### src/pid3_pkg.sv
// Package: shared constants, types and a helper function for the three-axis PID controller.
package pid3_pkg;

  localparam int AXES     = 3;
  localparam int LANES    = (AXES < 3) ? AXES : 3;
  localparam int NREGS    = 7;
  localparam int REG_W    = 48;
  localparam int PDATA_W  = 64;
  localparam int PADDR_W  = 6;
  localparam int YAW_AXIS = 2;

  localparam logic [2:0] REG_KP   = 3'd0;
  localparam logic [2:0] REG_KI   = 3'd1;
  localparam logic [2:0] REG_KD   = 3'd2;
  localparam logic [2:0] REG_IHI  = 3'd3;
  localparam logic [2:0] REG_ILO  = 3'd4;
  localparam logic [2:0] REG_DHI  = 3'd5;
  localparam logic [2:0] REG_DLO  = 3'd6;

  localparam logic OP_UPDATE = 1'b0;
  localparam logic OP_CLEAR  = 1'b1;

  localparam logic signed [15:0] HALF_TURN = 16'sd11520;
  localparam logic signed [15:0] FULL_TURN = 16'sd23040;

  typedef struct packed {
    logic                start;
    logic                clr;
    logic                integ_en;
    logic signed [15:0]  err;
    logic signed [14:0]  ang;
    logic [15:0]         tstep;
  } lane_cmd_t;

  typedef struct packed {
    logic [15:0]        kp;
    logic [15:0]        ki;
    logic [15:0]        kd;
    logic signed [15:0] ihi;
    logic signed [15:0] ilo;
    logic signed [15:0] dhi;
    logic signed [15:0] dlo;
  } lane_cfg_t;

  typedef struct packed {
    logic               idle;
    logic               done;
    logic signed [15:0] torque;
  } lane_sts_t;

  function automatic logic signed [15:0] axis_err(input logic signed [14:0] tgt,
                                                  input logic signed [14:0] ang,
                                                  input logic wrap);
    logic signed [15:0] e;
    e = 16'(tgt) - 16'(ang);
    if (wrap) begin
      if (e > HALF_TURN) begin
        e = e - FULL_TURN;
      end else if (e < -HALF_TURN) begin
        e = e + FULL_TURN;
      end
    end
    return e;
  endfunction

endpackage

### src/pid3_ifs.sv


interface pid3_out_if;
  logic               valid;
  logic               ready;
  logic signed [15:0] roll_torque;
  logic signed [15:0] pitch_torque;
  logic signed [15:0] yaw_torque;

  modport source (output valid, roll_torque, pitch_torque, yaw_torque, input ready);
  modport sink (input valid, roll_torque, pitch_torque, yaw_torque, output ready);
endinterface

### src/pid3_merge.sv
// Merge stage: joins lane torques into the result register and releases the lanes.
module pid3_merge import pid3_pkg::*; (
  input  logic      clk,
  input  logic      rst_n,
  input  lane_sts_t sts [LANES],
  output logic      ack,
  pid3_out_if.source out_ch
);

  logic               all_done;
  logic               valid_r;
  logic signed [15:0] tq_r [3];
  logic signed [15:0] tq_all [3];

  always_comb begin
    all_done = 1'b1;
    for (int a = 0; a < LANES; a++) begin
      all_done = all_done & sts[a].done;
    end
  end

  for (genvar a = 0; a < 3; a++) begin : g_map
    if (a < LANES) begin : g_on
      assign tq_all[a] = sts[a].torque;
    end else begin : g_off
      assign tq_all[a] = '0;
    end
  end

  assign ack = all_done && (!valid_r || out_ch.ready);

  always_ff @(posedge clk) begin
    if (!rst_n) begin
      valid_r <= 1'b0;
    end else if (ack) begin
      valid_r <= 1'b1;
    end else if (out_ch.ready) begin
      valid_r <= 1'b0;
    end
  end

  always_ff @(posedge clk) begin
    if (ack) begin
      for (int a = 0; a < 3; a++) tq_r[a] <= tq_all[a];
    end
  end

  assign out_ch.valid        = valid_r;
  assign out_ch.roll_torque  = tq_r[0];
  assign out_ch.pitch_torque = tq_r[1];
  assign out_ch.yaw_torque   = tq_r[2];

endmodule

### src/flat_wrapper.sv
// flat-port wrapper written by rule: the top's interface ports become plain ports
module pid3_merge_flat import pid3_pkg::*;
  (clk, rst_n, sts, ack, out_ch_valid, out_ch_roll_torque, out_ch_pitch_torque, out_ch_yaw_torque, out_ch_ready);
  pid3_out_if out_ch_i ();
  input  logic clk;
  input  logic rst_n;
  input  lane_sts_t sts[LANES];
  output logic ack;
  output wire logic [$bits(out_ch_i.valid)-1:0] out_ch_valid;
  output wire logic [$bits(out_ch_i.roll_torque)-1:0] out_ch_roll_torque;
  output wire logic [$bits(out_ch_i.pitch_torque)-1:0] out_ch_pitch_torque;
  output wire logic [$bits(out_ch_i.yaw_torque)-1:0] out_ch_yaw_torque;
  input wire logic [$bits(out_ch_i.ready)-1:0] out_ch_ready;
  assign out_ch_valid = out_ch_i.valid;
  assign out_ch_roll_torque = out_ch_i.roll_torque;
  assign out_ch_pitch_torque = out_ch_i.pitch_torque;
  assign out_ch_yaw_torque = out_ch_i.yaw_torque;
  assign out_ch_i.ready = out_ch_ready;
  pid3_merge u_core (.clk(clk), .rst_n(rst_n), .sts(sts), .ack(ack), .out_ch(out_ch_i));
endmodule
### config.mk
export PLATFORM = sky130hd
export DESIGN_NAME = pid3_merge_flat
export DESIGN_NICKNAME = d
export VERILOG_FILES = /design/src/pid3_pkg.sv /design/src/pid3_ifs.sv /design/src/pid3_merge.sv /design/src/flat_wrapper.sv
export SDC_FILE = /design/constraint.sdc
export NUM_CORES = 1
export LEC_CHECK = 0
export ABC_AREA = 1
export BUFFER_PORTS_ARGS = -buffer_cell sky130_fd_sc_hd__buf_4
export CORE_UTILIZATION = 39
export DETAILED_ROUTE_END_ITERATION = 8
export PLACE_DENSITY = 0.77
export SYNTH_ARGS = -nofsm -noshare
export SYNTH_HDL_FRONTEND = slang
export SYNTH_SLANG_ARGS = --single-unit
### constraint.sdc
create_clock -name clk -period 2.5 [get_ports clk]
set_input_delay 0.25 -clock clk [delete_from_list [all_inputs] [get_ports clk]]
set_output_delay 0.25 -clock clk [all_outputs]
set_load 0.02 [all_outputs]
==> results_dict.tcl, run 1 <==
set metrics [dict create \
    cp.arrival_ps 1510 \
    die_area_um2 4100 \
    grt_pass1_vias 936 \
    tritoncts "built" \
    clk_pin_slew_ps 90 \
    max_clock_freq_mhz 568 \
    grt_pass1_wl_um 4210 \
    final_antenna_net_count 0 \
    core_area_um2 3690 \
    totalWireLength_um 3060 \
    powerDensity_nw_per_um2 655 \
    cts_resized 0 \
    met2WireLength_um 1580 \
    cp_max_fo 23 \
    nets 223 \
    die_y_um 64.0 \
    ys_types 7 \
    syn_area_um2 1500 \
    finalSetupViolations 0 \
    clk_path_buf_depth 2 \
    gp_congestion 0.729 \
    synth_fp_nets 112 \
    relSlewSlack_pct 51.8 \
    start_util_pct 40.7 \
    vias_per_cell 4.33 \
    status "finished, final reports clean" \
    drt_iter0_drc 21 \
    cts_setup_buffers 0 \
    syn_avg_cell_area_um2 27.3 \
    cp-start-kind "flop" \
    final_hold_viol_count 0 \
    cap_viol_max_count 0 \
    rows 22 \
    antennaDiodeCount 0 \
    final.fill_count 262 \
    tightest_slew_ps 721 \
    layout_min_cycle_time_ps 1760 \
    syn_inst 55 \
    wire_per_inst_um 14.2 \
    die_width_um 64.0 \
    ioPinCount 107 \
    clkSinkCount 49 \
    cp-end-kind "output port" \
    ir_drop_uv 474 \
    vias 932 \
    power_mw 1.62 \
    drv_slew 0 \
    cts.hold.buffers_added 0 \
    cp.required_ps 2250 \
    rrSetupSlack_ps 970 \
    numCtsBuffers 5 \
    layout-drive-gt1-share_pct 68.9 \
    drc_errors 0 \
    criticalPathCategory "flop to output port" \
    drtPass1Iterations 4 \
    clockRootBuffer "clkbuf_8" \
    m1WireLength_um 945 \
    hold_class "primary input to flop" \
    grt_max_degree 28 \
    rsz0062_at_grt "no" \
    grt_usage_pct 14.9 \
    wl_met3_um 488 \
    clk_latency_ps 300 \
    routed.top_layer "met4" \
    ys_seq_elements 49 \
    yosysWarnings 0 \
    htree_levels 2 \
    fin_skew_ps 3.11 \
    io_buffers 103 \
    tns_ps 0 \
    fin_crit_sh_pct 70.4 \
    seq_area_frac_synth_pct 97.4 \
    p_leak_nw 1.02 \
    antenna_found_initial 0 \
    area_delta_synth_final_pct 64.7 \
    grt_overflow 0 \
]
[critical path, stage by stage (launching register included)]
cell and delay (ps):
dfxtp_1 350, a21oi_4 600, buf_4 260
[routing by layer]
metal | GRT usage, % | up-vias
met5 | 0 | -
met4 | 6.82 | 0
met3 | 11.1 | 6
met2 | 25.5 | 72
met1 | 12.6 | 419
li1 | - | 435
[logic make-up after synthesis]
| group | synth area share (%) |
|---|---|
| AO/OA/AOI/OAI | 1.17 |
| buffers and inverters | 0.500 |
| flip-flops | 97.4 |
| AND/OR/NAND/NOR | 0.917 |
[final cells by class]
cell class | instances | area, um^2 | area share (%)
clock buffer | 5 | 68.8 | 2.78
clock inverter | 3 | 41.3 | 1.67
inverter | 2 | 7.51 | 0.304
multi-input combinational | 4 | 38.8 | 1.57
sequential | 49 | 1460 | 59.1
tap | 48 | 60.1 | 2.43
timing repair buffer | 104 | 793 | 32.1
[worst paths after layout]
kind / depth (start not counted) / to / from
hold reg to reg: 2 / u_core.out_ch.valid / u_core.out_ch.valid
hold / removal: 1 / u_core.tq_r[0][0] / sts[36]
setup reg to reg: 2 / u_core.tq_r[0][1] / u_core.out_ch.valid
setup / recovery: 2 / ack / u_core.out_ch.valid
[cells in the mapped netlist]
cell	n	area, um^2
a21oi_2	2	17.5
dfxtp_1	1	20.0
edfxtp_1	48	1440
inv_1	1	3.75
inv_2	1	3.75
nand2_1	1	3.75
nand3_2	1	10.0
[flip-flops by register name, summed over array words and instances, names as in the netlist]
signal	flops
u_core.tq_r	48
u_core.out_ch.valid	1
[per-stage QoR]
stage                     hold WS [ps]  util, %  std cells  worst slack [ps]  cell area, um^2
after floorplan                    349        -         55              77.2             1500
after global placement             429     64.0        207               910             2360
after detailed placement           430     64.0        207               868             2360
after CTS                          116     67.0        215               706             2470
after global routing               109     67.0        215               627             2470
final                              123     67.0        215               740             2470
[placed cells by master, fill, tap and decap left out, drive strengths merged]
| cell | count |
|---|---|
| nand2 | 1 |
| nand3 | 1 |
| dfxtp | 1 |
| bufinv | 1 |
| a21oi | 2 |
| clkbuf | 5 |
| inv | 2 |
| clkinv | 1 |
| clkinvlp | 1 |
| edfxtp | 48 |
| buf | 104 |
[power by group]
| group | switching (mW) | internal, mW |
|---|---|---|
| combinational | 0.0623 | 0.0814 |
| sequential | 0.00650 | 0.929 |
| clock | 0.244 | 0.294 |
(Power assumes the default switching activity.)
==> run 2, diff against run 1 <==
--- a/config.mk
+++ b/config.mk
@@ -5,7 +5,7 @@
 export SDC_FILE = /design/constraint.sdc
 export NUM_CORES = 1
 export LEC_CHECK = 0
-export ABC_AREA = 1
+export ABC_AREA = 0
 export BUFFER_PORTS_ARGS = -buffer_cell sky130_fd_sc_hd__buf_4
 export CORE_UTILIZATION = 39
 export DETAILED_ROUTE_END_ITERATION = 8
==> constraint.sdc (replaced) <==
create_clock -name clk -period 1.8 [get_ports clk]
set_input_delay 0.18 -clock clk [delete_from_list [all_inputs] [get_ports clk]]
set_output_delay 0.18 -clock clk [all_outputs]
set_load 0.02 [all_outputs]
==> results_dict.tcl, run 2 <==
set metrics [dict create \
    status "finished, final reports clean" \
    syn_inst 53 \
    rows 22 \
    ir_drop_uv 770 \
    r2r_end "u_core.tq_r[0][27]" \
    final.fill_count 271 \
    clkSinkCount 49 \
    start_util_pct 40.7 \
    wire_per_inst_um 13.3 \
    syn_area_um2 1490 \
    numCtsBuffers 5 \
    clk_path_buf_depth 2 \
    cts_setup_buffers 0 \
    syn_avg_cell_area_um2 28.1 \
    synth.area.top_cells "edfxtp_1 (97%), dfxtp_1 (1.3%), a21boi_2 (0.76%)" \
    whs_path_depth 1 \
    relSlewSlack_pct 76.3 \
    die_area_um2 4070 \
    synthArstFlopShare_pct 0 \
    rsz0062_at_grt "no" \
    clockRootBuffer "clkbuf_8" \
    seq_area_frac_synth_pct 98.1 \
    grt_overflow 0 \
    synth-simple-area-share_pct 1.18 \
    synthXorXnorAreaFrac_pct 0 \
    p_leak_nw 1.01 \
    die_y_um 63.8 \
    final_cells 214 \
    cp.arrival_ps 1460 \
    synth_top_area_share_pct 96.7 \
    tritoncts "built" \
    wl_met3_um 325 \
    cts.hold.buffers_added 0 \
    cp-end-kind "output port" \
    ioPinCount 107 \
    final_antenna_net_count 0 \
    layout_min_cycle_time_ps 1640 \
    antenna_found_initial 0 \
    grt_pass1_wl_um 4150 \
    drc_errors 0 \
    core_area_um2 3660 \
    criticalPathCategory "flop to output port" \
    antennaDiodeCount 0 \
    nets 222 \
    power_mw 2.10 \
    rrSetupSlack_ps 510 \
    tightest_slew_ps 356 \
    totalWireLength_um 2840 \
    layout-drive-gt1-share_pct 68.7 \
    synth-compound-area-share_pct 0.756 \
    fin_crit_sh_pct 90.9 \
    die_width_um 63.8 \
    final_common_cell "buf_4" \
    fin_skew_ps 8.55 \
    ys_seq_elements 49 \
    reg2regPathDepth 3 \
    vias_per_cell 4.26 \
    finalSetupViolations 0 \
    worstHoldStart "sts[8]" \
    cp_max_fo 29 \
    htree_levels 2 \
    cp-startpoint "u_core.out_ch.valid" \
    hold_class "primary input to flop" \
    min_to "u_core.tq_r[0][40]" \
    synth_edf_count 48 \
    cp.required_ps 1620 \
    drt_iter0_drc 16 \
    yosys_most_used_dff "edfxtp_1" \
    grt_pass1_vias 958 \
    synth_top_family_by_area "simple AND/OR/NAND/NOR gates" \
    tns_ps 0 \
    area_delta_synth_final_pct 63.3 \
    cp-start-kind "flop" \
    synth_top_cell_by_area "edfxtp_1" \
    r2r_start "u_core.out_ch.valid" \
    clk_latency_ps 290 \
    drv_slew 0 \
    powerDensity_nw_per_um2 863 \
    io_buffers 103 \
    max_clock_freq_mhz 611 \
    drtPass1Iterations 4 \
    m1WireLength_um 981 \
    final_hold_viol_count 0 \
    yosysWarnings 0 \
    vias 912 \
    largest_register_ffs 48 \
    place_inst 206 \
    clk_pin_slew_ps 90 \
    cap_viol_max_count 0 \
    met2WireLength_um 1490 \
    cts_resized 0 \
    gp_congestion 0.679 \
    final_cell_mix "buf_4 (105), edfxtp_1 (48), clkbuf_8 (5)" \
    grt_usage_pct 14.4 \
    grt_max_degree 30 \
    top_register "u_core.tq_r" \
    ys_types 6 \
    synth_fp_nets 110 \
    routed.top_layer "met4" \
    synth_most_common_cell "edfxtp_1" \
    synthMuxAreaShare_pct 0 \
    synth_fa_ha_area_share_pct 0 \
]
-- run 2: area by class of cell --
type,instances,area (um^2),area share [%]
tap,48,60.1,2.47
multi-input combinational,4,36.3,1.49
timing repair buffer,105,788,32.4
clock inverter,2,15.0,0.617
clock buffer,6,72.6,2.98
sequential,49,1460,60.1
-- run 2: per-layer routing --
layer,vias to the layer above,global-route usage (%)
li1,432,-
met1,411,14.5
met2,65,23.9
met3,4,6.96
met4,0,8.52
met5,-,0
-- run 2: per-stage QoR --
step,instance area (um^2),setup slack (ps),util [%],hold WS [ps]
4_1_cts,2430,144,66.5,44.7
5_1_grt,2430,105,66.5,36.0
3_5_place_dp,2350,479,64.1,359
6_report,2430,164,66.5,54.9
2_1_floorplan,1500,43.0,-,279
3_3_place_gp,2350,531,64.1,358
-- run 2: cells by family after synthesis --
logic type	after synthesis
AO/OA/AOI/OAI	1
flip-flops	49
AND/OR/NAND/NOR	3
-- run 2: worst max path at each step --
stage / to / slack (ps) / cells after the start
after floorplan: u_core.tq_r[0][0] / 40 / 2
after global placement: ack / 530 / 5
after detailed placement: ack / 480 / 5
after CTS: ack / 140 / 4
after global routing: ack / 110 / 4
final: ack / 160 / 4
-- run 2: where the power goes --
group	internal [mW]	switching [mW]
Combinational	0.112	0.0822
Sequential	1.29	0.00848
Clock	0.274	0.335
Total	1.68	0.425
-- run 2: critical path, stage by stage, from the launching register on --
cell and delay [ps]:
dfxtp_1 320, nand2b_1 110, nor2b_4 160, buf_4 340, buf_4 210
==> run 3, diff against run 2 <==
--- a/config.mk
+++ b/config.mk
@@ -7,6 +7,8 @@
 export LEC_CHECK = 0
 export ABC_AREA = 0
 export BUFFER_PORTS_ARGS = -buffer_cell sky130_fd_sc_hd__buf_4
+export CAP_MARGIN = 20
+export CORE_ASPECT_RATIO = 0.9
 export CORE_UTILIZATION = 39
 export DETAILED_ROUTE_END_ITERATION = 8
 export PLACE_DENSITY = 0.77
==> results_dict.tcl, run 3 (synthesis gave the netlist of run 2 again) <==
set metrics [dict create \
    final_hold_viol_count 0 \
    layout_min_cycle_time_ps 1520 \
    largest_register_ffs 48 \
    final_antenna_net_count 0 \
    whs_ps 61.3 \
    finish.utilization_pct 69.3 \
    cts.hold.buffers_added 0 \
    r2r_start "u_core.out_ch.valid" \
    clkPwrFrac_pct 28.3 \
    grt_max_degree 50 \
    io_buffers 103 \
    start_util_pct 42.5 \
    antennaDiodeCount 0 \
    r2r_end "u_core.tq_r[0][43]" \
    whs_path_depth 1 \
    final_common_cell "buf_4" \
    cts_setup_buffers 0 \
    clockRootBuffer "clkbuf_8" \
    core_area_um2 3500 \
    vias_per_cell 4.44 \
    grt_overflow 0 \
    drtPass1Iterations 3 \
    p_sw_share_pct 20.1 \
    layout-drive-gt1-share_pct 67.9 \
    grt_usage_pct 15.8 \
    cap_viol_max_count 0 \
    cp-start-kind "flop" \
    cp-end-kind "output port" \
    vias 927 \
    die_y_um 60.6 \
    gp_congestion 0.651 \
    grt_pass1_vias 989 \
    top_register "u_core.tq_r" \
    combPwrFrac_pct 9.4 \
    totalWireLength_um 3120 \
    tns_ps 0 \
    min_to "u_core.tq_r[0][6]" \
    reg2regPathDepth 3 \
    clk_latency_ps 290 \
    cp.arrival_ps 1340 \
    clk_path_buf_depth 2 \
    grt_pass1_wl_um 4330 \
    numCtsBuffers 5 \
    final_cell_mix "buf_4 (103), edfxtp_1 (48), clkbuf_8 (5)" \
    drc_errors 0 \
    ioPinCount 107 \
    wire_per_inst_um 14.9 \
    p_leak_nw 1.01 \
    rrSetupSlack_ps 620 \
    fin_crit_sh_pct 84.6 \
    place_inst 201 \
    cp_max_fo 49 \
    rsz0062_at_grt "no" \
    powerDensity_nw_per_um2 859 \
    drt_iter0_drc 24 \
    relSlewSlack_pct 83.6 \
    die_area_um2 4070 \
    final_cells 209 \
    die_width_um 67.2 \
    htree_levels 2 \
    rows 20 \
    max_clock_freq_mhz 657 \
    ir_drop_uv 615 \
    clkSinkCount 49 \
    hold_class "primary input to flop" \
    cp.required_ps 1620 \
    seqPwrFrac_pct 62.3 \
    drv_slew 0 \
    nets 221 \
    area_delta_synth_final_pct 62.9 \
    status "finished, final reports clean" \
    antenna_found_initial 0 \
    p_int_mw 1.67 \
    clk_pin_slew_ps 80 \
    dpl-instance-area_um2 2350 \
    cts_resized 0 \
    tritoncts "built" \
    tightest_slew_ps 246 \
    criticalPathCategory "flop to output port" \
    fin_skew_ps 4.36 \
    p_switching_uw 419 \
    finalSetupViolations 0 \
    worstHoldStart "sts[42]" \
    design_area_um2 2430 \
]
run 3: cell count changes in the layout (fill, tap and decap cells not counted), sizes merged:
cell,before,now
buf,105,104
clkbuf,6,5
clkinv,0,3
clkinvlp,2,0
run 3: power groups by stage:
stage	sequential, mW	clock [mW]	combinational, mW
3_5_place_dp	1.33	0	0.200
5_1_grt	1.30	0.654	0.208
6_report	1.30	0.589	0.197
4_1_cts	1.30	0.610	0.200
3_3_place_gp	1.32	0	0.193
2_1_floorplan	1.36	0	0.0170
run 3: through the flow:
| stage | power [mW] | setup WS (ps) |
|---|---|---|
| 3_5_place_dp | 1.53 | 570 |
| 4_1_cts | 2.11 | 241 |
| 5_1_grt | 2.16 | 184 |
| 3_3_place_gp | 1.52 | 612 |
| 2_1_floorplan | 1.38 | 43.0 |
| 6_report | 2.08 | 277 |
run 3: worst max-delay path: stages, from the launching register on:
cell and delay [ps]:
dfxtp_1 320, nand2b_1 110, nor2b_4 170, buf_12 260, buf_4 190
run 3: cell type report:
class,count,area [um^2]
sequential,49,1460
timing repair buffer,104,793
clock buffer,5,68.8
fill,257,1080
multi-input combinational,4,36.3
clock inverter,3,12.5
tap,44,55.1
run 3: worst max path at each step:
stage	slack [ps]	start	depth (start not counted)	endpoint
global route	180	u_core.out_ch.valid	4	ack
detailed placement	570	u_core.out_ch.valid	4	ack
CTS	240	u_core.out_ch.valid	4	ack
finish	280	u_core.out_ch.valid	4	ack
global placement	610	sts[16]	5	ack
floorplan	40	u_core.out_ch.valid	2	u_core.tq_r[0][0]
run 3: metal layers:
metal	share of wire, %	track usage, %	routed length, um
met1	32	14.5	983
met2	52	26.7	1630
met3	15	10.9	465
met4	1.0	7.29	31
met5	0	0	0
